### config.mk
export PLATFORM = sky130hd
export DESIGN_NAME = integer_to_radix_digits_top
export DESIGN_NICKNAME = d
export VERILOG_FILES = /design/src/rtl/core/itrd_pkg.sv /design/src/rtl/core/itrd_div.sv /design/src/rtl/core/itrd_store.sv /design/src/rtl/core/integer_to_radix_digits_top.sv
export SDC_FILE = /design/constraint.sdc
export NUM_CORES = 1
export LEC_CHECK = 0
export ABC_AREA = 0
export BUFFER_PORTS_ARGS = -buffer_cell sky130_fd_sc_hd__buf_2
export CORE_MARGIN = 2
export CORE_UTILIZATION = 65
export DETAILED_ROUTE_END_ITERATION = 12
export PLACE_DENSITY = 0.84
export SETUP_SLACK_MARGIN = 0.5
export SLEW_MARGIN = 20
export SYNTH_ARGS = -nofsm -noshare
export SYNTH_HDL_FRONTEND = slang
export SYNTH_SLANG_ARGS = --single-unit
### constraint.sdc
create_clock -name clk -period 4.1 [get_ports clk]
set_clock_uncertainty 0.05 [all_clocks]
set_input_delay 0.82 -clock clk [delete_from_list [all_inputs] [get_ports clk]]
set_output_delay 0.82 -clock clk [all_outputs]
set_load 0.005 [all_outputs]
### src/rtl/core/itrd_pkg.sv
package itrd_pkg;

  localparam int VALUE_BITS_DEF = 31;
  localparam int MAX_DIGITS_DEF = 31;

  localparam int RADIX_W = 6;
  localparam int DIGIT_W = 6;
  localparam int CHAR_W  = 7;
  localparam int OUT_TDATA_W = 8;

  localparam logic [RADIX_W-1:0] RADIX_RESET = 6'd10;
  localparam logic [RADIX_W-1:0] RADIX_MIN   = 6'd2;
  localparam logic [RADIX_W-1:0] RADIX_MAX   = 6'd36;

  localparam logic [DIGIT_W-1:0] DIGIT_TOP    = 6'd35;
  localparam logic [DIGIT_W-1:0] DIGIT_DEC    = 6'd10;
  localparam logic [CHAR_W-1:0]  CHAR_ZERO    = 7'd48;
  localparam logic [CHAR_W-1:0]  CHAR_ALPHA   = 7'd55;
  localparam logic [CHAR_W-1:0]  CHAR_LAST    = 7'd90;

  // Maps a digit value to its ASCII character: '0'-'9', then 'A'-'Z'.
  function automatic logic [CHAR_W-1:0] digit_to_char(input logic [DIGIT_W-1:0] d);
    logic [CHAR_W-1:0] c;
    if (d < DIGIT_DEC) begin
      c = CHAR_ZERO + {1'b0, d};
    end else if (d <= DIGIT_TOP) begin
      c = CHAR_ALPHA + {1'b0, d};
    end else begin
      c = CHAR_LAST;
    end
    return c;
  endfunction

  function automatic logic [RADIX_W-1:0] clamp_radix(input logic [RADIX_W-1:0] r);
    logic [RADIX_W-1:0] e;
    if (r < RADIX_MIN) begin
      e = RADIX_MIN;
    end else if (r > RADIX_MAX) begin
      e = RADIX_MAX;
    end else begin
      e = r;
    end
    return e;
  endfunction

endpackage

### src/rtl/core/itrd_div.sv
module itrd_div #(
  parameter int VALUE_BITS = itrd_pkg::VALUE_BITS_DEF
) (
  input  logic                         clk,
  input  logic                         rst_n,
  input  logic                         start,
  input  logic [VALUE_BITS-1:0]        dividend,
  input  logic [itrd_pkg::RADIX_W-1:0] divisor,
  output logic                         busy,
  output logic                         done,
  output logic [VALUE_BITS-1:0]        quotient,
  output logic [itrd_pkg::RADIX_W-1:0] remainder
);
  import itrd_pkg::*;

  localparam int STEP_W = $clog2(VALUE_BITS + 1);

  logic                  busy_r, busy_nxt;
  logic                  done_r, done_nxt;
  logic [STEP_W-1:0]     step_r, step_nxt;
  logic [VALUE_BITS-1:0] q_r, q_nxt;
  logic [RADIX_W-1:0]    rem_r, rem_nxt;
  logic [RADIX_W-1:0]    d_r, d_nxt;
  logic [RADIX_W:0]      shifted;
  logic [RADIX_W:0]      diff;
  logic                  ge;

  // One restoring step per cycle: shift in the next dividend bit, subtract if it fits.
  assign shifted = {rem_r, q_r[VALUE_BITS-1]};
  assign diff    = shifted - {1'b0, d_r};
  assign ge      = (shifted >= {1'b0, d_r});

  always_comb begin
    busy_nxt = busy_r;
    done_nxt = 1'b0;
    step_nxt = step_r;
    q_nxt    = q_r;
    rem_nxt  = rem_r;
    d_nxt    = d_r;
    if (start) begin
      busy_nxt = 1'b1;
      step_nxt = STEP_W'(VALUE_BITS);
      q_nxt    = dividend;
      rem_nxt  = '0;
      d_nxt    = divisor;
    end else if (busy_r) begin
      q_nxt    = {q_r[VALUE_BITS-2:0], ge};
      rem_nxt  = ge ? diff[RADIX_W-1:0] : shifted[RADIX_W-1:0];
      step_nxt = step_r - 1'b1;
      if (step_r == STEP_W'(1)) begin
        busy_nxt = 1'b0;
        done_nxt = 1'b1;
      end
    end
  end

  always_ff @(posedge clk) begin
    if (!rst_n) begin
      busy_r <= 1'b0;
      done_r <= 1'b0;
      step_r <= '0;
    end else begin
      busy_r <= busy_nxt;
      done_r <= done_nxt;
      step_r <= step_nxt;
    end
  end

  always_ff @(posedge clk) begin
    q_r   <= q_nxt;
    rem_r <= rem_nxt;
    d_r   <= d_nxt;
  end

  assign busy      = busy_r;
  assign done      = done_r;
  assign quotient  = q_r;
  assign remainder = rem_r;

endmodule

### src/rtl/core/itrd_store.sv
module itrd_store #(
  parameter int MAX_DIGITS = itrd_pkg::MAX_DIGITS_DEF,
  parameter int ADDR_W     = $clog2(MAX_DIGITS)
) (
  input  logic                         clk,
  input  logic                         wr_en,
  input  logic [ADDR_W-1:0]            wr_addr,
  input  logic [itrd_pkg::DIGIT_W-1:0] wr_data,
  input  logic [ADDR_W-1:0]            rd_addr,
  output logic [itrd_pkg::DIGIT_W-1:0] rd_data
);
  import itrd_pkg::*;

  logic [DIGIT_W-1:0] mem_r [MAX_DIGITS];
  logic [DIGIT_W-1:0] rd_data_r;

  always_ff @(posedge clk) begin
    if (wr_en) begin
      mem_r[wr_addr] <= wr_data;
    end
  end

  always_ff @(posedge clk) begin
    rd_data_r <= mem_r[rd_addr];
  end

  assign rd_data = rd_data_r;

endmodule

### src/rtl/core/integer_to_radix_digits_top.sv
// Converts one value into ASCII digits in the configured radix, most significant first.
// Each digit comes from the shared restoring divider, one bit per cycle.
// Emitting goes through a store read (S_READ), then an output hold (S_OUT), for each
// digit; one value is in flight at a time.
// A zero value skips the divider, and output stalls hold the sequencer in S_OUT.
// Reset (synchronous, rst_n low) sets the radix to ten and idles the sequencer.
module integer_to_radix_digits_top #(
  parameter int VALUE_BITS = itrd_pkg::VALUE_BITS_DEF,
  parameter int MAX_DIGITS = itrd_pkg::MAX_DIGITS_DEF
) (
  input  logic                                   clk,
  input  logic                                   rst_n,
  // in_tdata: value [VALUE_BITS-1:0], zero padding above.
  input  logic                                   in_tvalid,
  output logic                                   in_tready,
  input  logic [((VALUE_BITS + 7) / 8) * 8 - 1:0] in_tdata,
  // out_tdata: digit_char [6:0], zero padding [7]. out_tlast: last_digit.
  output logic                                   out_tvalid,
  input  logic                                   out_tready,
  output logic [itrd_pkg::OUT_TDATA_W-1:0]       out_tdata,
  output logic                                   out_tlast,
  input  logic                                   cfg_wr_en,
  input  logic [itrd_pkg::RADIX_W-1:0]           cfg_wr_data
);
  import itrd_pkg::*;

  localparam int ADDR_W = $clog2(MAX_DIGITS);
  localparam int CNT_W  = $clog2(MAX_DIGITS + 1);

  typedef enum logic [3:0] {
    S_IDLE = 4'b0001,
    S_DIV  = 4'b0010,
    S_READ = 4'b0100,
    S_OUT  = 4'b1000
  } state_t;

  state_t                state_r, state_nxt;
  logic [RADIX_W-1:0]    radix_r;
  logic [CNT_W-1:0]      cnt_r, cnt_nxt;
  logic [ADDR_W-1:0]     pos_r, pos_nxt;

  logic                  in_fire;
  logic [VALUE_BITS-1:0] in_value;
  logic                  div_start;
  logic [VALUE_BITS-1:0] div_dividend;
  logic                  div_busy;
  logic                  div_done;
  logic [VALUE_BITS-1:0] div_quot;
  logic [RADIX_W-1:0]    div_rem;

  logic                  st_wr_en;
  logic [ADDR_W-1:0]     st_wr_addr;
  logic [DIGIT_W-1:0]    st_wr_data;
  logic [DIGIT_W-1:0]    st_rd_data;
  logic [CHAR_W-1:0]     out_char;

  assign in_tready = (state_r == S_IDLE);
  assign in_fire   = in_tvalid && in_tready;
  assign in_value  = in_tdata[VALUE_BITS-1:0];

  always_ff @(posedge clk) begin
    if (!rst_n) begin
      radix_r <= RADIX_RESET;
    end else if (cfg_wr_en) begin
      radix_r <= cfg_wr_data;
    end
  end

  always_comb begin
    state_nxt    = state_r;
    cnt_nxt      = cnt_r;
    pos_nxt      = pos_r;
    div_start    = 1'b0;
    div_dividend = div_quot;
    st_wr_en     = 1'b0;
    st_wr_addr   = cnt_r[ADDR_W-1:0];
    st_wr_data   = div_rem;
    case (state_r)
      S_IDLE: begin
        if (in_fire) begin
          if (in_value == '0) begin
            // Zero still yields one digit.
            st_wr_en   = 1'b1;
            st_wr_addr = '0;
            st_wr_data = '0;
            cnt_nxt    = CNT_W'(1);
            pos_nxt    = '0;
            state_nxt  = S_READ;
          end else begin
            div_start    = 1'b1;
            div_dividend = in_value;
            cnt_nxt      = '0;
            state_nxt    = S_DIV;
          end
        end
      end
      S_DIV: begin
        if (div_done) begin
          st_wr_en = 1'b1;
          cnt_nxt  = cnt_r + 1'b1;
          if ((div_quot == '0) || (cnt_r == CNT_W'(MAX_DIGITS - 1))) begin
            pos_nxt   = cnt_r[ADDR_W-1:0];
            state_nxt = S_READ;
          end else begin
            div_start = 1'b1;
          end
        end
      end
      S_READ: begin
        state_nxt = S_OUT;
      end
      S_OUT: begin
        if (out_tready) begin
          if (pos_r == '0) begin
            state_nxt = S_IDLE;
          end else begin
            pos_nxt   = pos_r - 1'b1;
            state_nxt = S_READ;
          end
        end
      end
      default: begin
        state_nxt = S_IDLE;
      end
    endcase
  end

  always_ff @(posedge clk) begin
    if (!rst_n) begin
      state_r <= S_IDLE;
      cnt_r   <= '0;
      pos_r   <= '0;
    end else begin
      state_r <= state_nxt;
      cnt_r   <= cnt_nxt;
      pos_r   <= pos_nxt;
    end
  end

  itrd_div #(
    .VALUE_BITS(VALUE_BITS)
  ) u_div (
    .clk       (clk),
    .rst_n     (rst_n),
    .start     (div_start),
    .dividend  (div_dividend),
    .divisor   (clamp_radix(radix_r)),
    .busy      (div_busy),
    .done      (div_done),
    .quotient  (div_quot),
    .remainder (div_rem)
  );

  itrd_store #(
    .MAX_DIGITS(MAX_DIGITS),
    .ADDR_W    (ADDR_W)
  ) u_store (
    .clk     (clk),
    .wr_en   (st_wr_en),
    .wr_addr (st_wr_addr),
    .wr_data (st_wr_data),
    .rd_addr (pos_r),
    .rd_data (st_rd_data)
  );

  // The store output is registered and stays put while the output waits in S_OUT.
  assign out_char   = digit_to_char(st_rd_data);
  assign out_tvalid = (state_r == S_OUT);
  assign out_tdata  = {{(OUT_TDATA_W - CHAR_W){1'b0}}, out_char};
  assign out_tlast  = (pos_r == '0);

  a_out_excl_in: assert property (@(posedge clk) disable iff (!rst_n)
    out_tvalid |-> !in_tready)
    else $error("result offered while a new transaction is accepted");

  a_div_in_div: assert property (@(posedge clk) disable iff (!rst_n)
    div_busy |-> (state_r == S_DIV))
    else $error("divider running outside the divide phase");

  a_char_range: assert property (@(posedge clk) disable iff (!rst_n)
    out_tvalid |-> ((out_char >= CHAR_ZERO) && (out_char <= CHAR_LAST)))
    else $error("digit character out of range");

  a_cnt_bound: assert property (@(posedge clk) disable iff (!rst_n)
    cnt_r <= CNT_W'(MAX_DIGITS))
    else $error("digit count beyond store depth");

endmodule

== Yosys cells after proc, flatten, opt, wreduce, memory -nomap -nowiden ==
Memories as Yosys holds them, arrays and structs flattened. A register that Yosys moved wholly into a read port is not among the register bits.
Index checks and enable logic that the tools add are counted.
Cells by class
  $add $sub $neg: 6
  magnitude comparators: 5
  equal/unequal tests: 15
  multiplexer cells: 50
  bitwise logic cells: 2
  reduce and logical (&&, ||, !) cells: 14
Operators with widths (number)
  $mux W31: 5
  $mux W5: 13
  $logic_not A31 Y1: 2
  $mux W6: 5
  $mux W4: 4
  $pmux W4 S4: 1
  $pmux W5 S3: 1
  $add A6 B6 Y7 const A: 2
  $mux W1: 14
  $mux W7: 2
  $ne A2 B2 Y1 const B: 5
  $pmux W5 S2: 1
  $sub A5 B1 Y5 const B: 2
  $ne A2 B1 Y1 const B: 4
  $reduce_and A4 Y1: 2
  $ge A7 B6 Y1: 1
  $reduce_and A7 Y1: 1
  $gt A6 B6 Y1 const B: 1
  $le A6 B6 Y1 const B: 1
  $lt A6 B2 Y1 const B: 1
  $lt A6 B4 Y1 const B: 1
  $mux W3: 2
  $sub A6 B6 Y6: 1
  $add A5 B1 Y5 const B: 1
  other kinds (16): 19
Storage, ports and cells
  register bits: 70
  memory bits (writable): 186
  input port bits: 43
  output and inout bits: 11
  logic and storage cells: 104
  memories: 1
Memory list
  u_store.mem_r: words 31, bits a word 6, read ports 1, clocked after memory_dff 1, write ports 1, line itrd_store.sv:14  | logic [DIGIT_W-1:0] mem_r [MAX_DIGITS];

== Logic depth before layout (Yosys ltp) ==
  depth in word-level cells: 7
  mapped depth: 9
  gate-level depth less buffers: 8

== Modules after synthesis ==
A second synthesis with hierarchy kept.
Second synthesis, totals
  cells, all modules: 810
  area total of the unflattened synthesis: 11967.7 sq um
By module, submodules not included
  itrd_store: instances 1, cells each 385, area each 7516.0 sq um, sequential area each 5705.5 sq um
  itrd_div: instances 1, cells each 177, area each 2382.3 sq um, sequential area each 1371.3 sq um
  integer_to_radix_digits_top: instances 1, cells each 248, area each 2069.5 sq um, sequential area each 400.4 sq um

== Worst setup path before layout ==
No wires, ideal clock.
  kind: input to register
  start point: in in_tdata[11]
  end point: reg u_div.q_r[0], in the netlist u_div.quotient[0], enable pin
  library setup time: 0.408 ns
  arrival time: 2.142 ns
  required time: 3.642 ns
  slack: 1.500 ns
  stages: 5
  buffers on the path: 0
  path through: nor4_1 nand4_1 nor2_1 nor2_1 o22a_1
On the way
  word-level cells in the longest chain between the ends: 6
  elaborated cells between the ends (all ways): 9
  classes of those cells: 3 x eq/ne; 3 x mux; 3 x reduce/logical
Ends and longest elaborated chain
  start, declared: line integer_to_radix_digits_top.sv:16  | input logic [((VALUE_BITS + 7) / 8) * 8 - 1:0] in_tdata,
  $logic_not A31 Y1 *: line integer_to_radix_digits_top.sv:81  | if (in_value == '0) begin
  $mux W1: line integer_to_radix_digits_top.sv:81
  $mux W1: line integer_to_radix_digits_top.sv:80  | if (in_fire) begin
  $pmux W1 S2: line integer_to_radix_digits_top.sv:78  | case (state_r)
  $ne A2 B2 Y1 (no line) / $reduce_bool A2 Y1 (equally long branches)
  $reduce_and A4 Y1 (no line) *
  end signal, assigned: line itrd_div.sv:70  | q_r <= q_nxt;
  end, declared: line itrd_div.sv:21  | logic [VALUE_BITS-1:0] q_r, q_nxt;
Mark *: on every way between the ends. The rest lies on a longest branch, timed or not.
A chain may end at the register's enable or synchronous reset.

== Final worst setup path ==
  start point: reg u_store.rd_data_r[4], in the netlist u_store.rd_data[4] (read register of u_store.mem_r)
  end point: out out_tdata[4] (netlist name)
On the way
  word-level cells in the longest chain between the ends: 3
  elaborated cells between the ends (all ways): 6
  classes of those cells: 2 x add/sub; 2 x order compare; 2 x mux
Ends and longest elaborated chain
  start, declared: line itrd_store.sv:15  | logic [DIGIT_W-1:0] rd_data_r;
  $add A6 B6 Y7 / $le A6 B6 Y1 (equally long branches): line itrd_pkg.sv:27, itrd_pkg.sv:26
  $mux W7: line itrd_pkg.sv:26  | end else if (d <= DIGIT_TOP) begin
  $mux W7 *: line itrd_pkg.sv:24  | if (d < DIGIT_DEC) begin
  end, declared: line integer_to_radix_digits_top.sv:20  | output logic [itrd_pkg::OUT_TDATA_W-1:0] out_tdata,
Marked as above.

==> impl_metrics.ini <==
[logic_synthesis]
syn-mean-instance-area_um2 = 15.7
syn-instance-count = 716
syn-num-nets = 777
yosysSeqAreaShare_pct = 66.3
synth_top_area_cell = edfxtp_1
synthTopCellsByArea = edfxtp_1 (59%), mux4_2 (11%), dfxtp_1 (6.9%)
synth.distinct_cells = 51
yosysMostFrequentCell = edfxtp_1
async_flop_share_pct = 0
ys.flop_type = edfxtp_1
ys_warn_count = 0
synth-edff-count = 223
netlist_area_um2 = 11300
synthTopCellsByCount = edfxtp_1 (223), nor2_1 (69), mux4_2 (54)
ys_ff_latch = 262
synth.top_cell.area_share_pct = 59.4

[layout]
layout-drive-gt1-share_pct = 25.5
seq_area_um2 = 7480
syn_to_final_growth_pct = 11.4
fin_nets = 831
nFillCells = 1022
multiInputGateArea_um2 = 3570
n_antenna_cell = 0

[clock_network]
clock_latency_ns = 0.52
clock_sinks = 262
path_clk_slew_ns = 0.06
root_buffer = clkbuf_16
cts_buffer_depth = 3
cts_tree = done
post_cts_buffers = 0
cts_made_buffers = 25
cts_hold_buf = 0
cts_resized = 0
htree_levels = 1

[setup_path]
critPathMaxStageDelay_ns = 0.42
path_max_fanout = 7
worst-endpoint-arrival_ns = 2.44
cp_common_cell = a21oi_1
path_class = register to primary output
start_kind = register
cp_cell_sequence = inv_1 > ha_1 > o21a_1 > a21oi_1 > nand2_1 > nor3_1 > a21oi_1 > buf_2
crit_path_top_delay_cell = dfxtp_1
crit_required_ns = 3.23
critPathCaptureType = primary output

[timing]
setup_violations = 0
fmax_mhz = 303
tightest_slew_ns = 1.11
rsz0062_at_grt = false
finalCritPeriodShare_pct = 80.6
maxSlewViolCount = 0
setup_tns_ns = 0
hold_viol_final = 0
worst_hold_slack_ns = 0.459
slew_headroom_pct = 26.1
fin_crit_ns = 3.31

[pwr]
power.density_nw_per_um2 = 649
p_leak_nw = 4.25
peakVddDrop_uv = 465

[die]
dieArea_um2 = 18400
die_y_um = 136
core-area_um2 = 17100
row_count = 48
start_util_pct = 65.9
io_pins = 54
die_w_um = 136

[global_route]
grtUsageTotal_pct = 25.9
antenna_found_initial = 1
grt_pass1_wl_um = 35800
grt_pass1_vias = 6575
overflow = 0
grt_max_degree = 49

[drt]
drt-total-wl_um = 22900
dr.pass1.iters = 7
vias = 6454
initialDrtViolationCount = 607
wl_per_cell_um = 22.6
drc_errors = 0
viasPerCell = 6.36
ant_nets = 0

[outcome]
status = completed

[place]
io_buffers = 51
hpwl_um = 14500
place.gp.congestion = 0.861

[hold_path]
holdCritPathClass = register to register

[flow_run]
cap_viol_max_count = 0
## logic make-up (layout without fill, tap and decap cells)
group	count (synthesis)	count (layout)	share of synthesized area [%]
adders and majority gates	19	19	2.15
other	1	1	0.0333
muxes	108	108	16.0
xor gates and xnor gates	14	14	1.09
and+or+nand+nor	178	178	7.87
buffers and inverters	59	132	2.22
AOI/OAI and AO/OA	75	75	4.32
DFF	262	262	66.3
## worst paths after layout
check,startpoint,end,slack [ns],depth (start not counted)
setup reg to reg,state_r[1],u_store.mem_r[0][0],1.02,5
hold reg to reg,u_div.remainder[0],u_div.remainder[0],0.46,2
setup / recovery,u_store.rd_data[4],out_tdata[4],0.79,8
hold / removal,u_div.remainder[0],u_div.remainder[0],0.46,2
## through the flow
stage	setup slack, ns	utilization [%]	cells	area, um2	total power [mW]
finish	0.795	73.4	1014	12600	8.15
global placement	0.993	68.7	968	11800	5.77
detailed placement	0.890	68.7	968	11800	5.94
global route	0.652	73.4	1014	12600	8.52
floorplan	1.50	-	716	11300	5.30
CTS	0.823	73.3	1014	12600	8.16
## cell type report
type	count	share of cell area (%)
repair buffers	61	2.73
multi-input cells	395	28.4
inverters	25	0.747
clock inverters	14	0.946
flip-flops and latches	262	59.6
clock buffers	32	5.35
well taps	225	2.24
## metal layers
metal	vias up	share of wire [%]	global-route usage (%)
li1	2875	-	-
met1	3230	39	34.7
met5	-	0	0
met2	292	50	43.5
met3	57	8.2	4.68
met4	0	2.8	9.20
## critical path: cells and delay by family (launching register included)
| family | cells | cell delay, ns |
|---|---|---|
| AO/OA/AOI/OAI | 3 | 0.56 |
| flip-flops | 1 | 0.42 |
| buffers and inverters | 2 | 0.24 |
| AND/OR/NAND/NOR | 2 | 0.46 |
| adder cells (fa/ha/maj) | 1 | 0.23 |
## registers in the layout (all words and copies together), names as in the netlist
register / count
u_store.mem_r: 186
u_div.quotient: 31
radix_r: 6
u_div.d_r: 6
u_div.remainder: 6
u_store.rd_data: 6
cnt_r: 5
pos_r: 5
u_div.step_r: 5
state_r: 4
u_div.busy: 1
u_div.done: 1
## layout by cell type, fill, tap and decap left out, types with 6 or more instances in the layout
master,count
a21oi_1,16
buf_2,51
buf_4,9
clkbuf_16,25
clkinv_2,6
dfxtp_1,37
edfxtp_1,223
ha_1,17
inv_1,25
mux2_2,36
mux2i_1,17
mux4_2,54
nand2_1,38
nand3_1,8
nand4_1,7
nor2_1,69
nor2b_1,7
nor3_1,9
nor4_1,15
o21ai_0,24
xor2_1,9
## where the power goes
| group | internal [mW] | total, mW | switching [mW] | leakage [nW] |
|---|---|---|---|---|
| clock network | 1.28 | 2.22 | 0.940 | 0.391 |
| registers | 3.50 | 3.83 | 0.324 | 2.37 |
| logic | 0.934 | 2.11 | 1.17 | 1.49 |
Note: power is estimated with default switching activity, not from simulation.
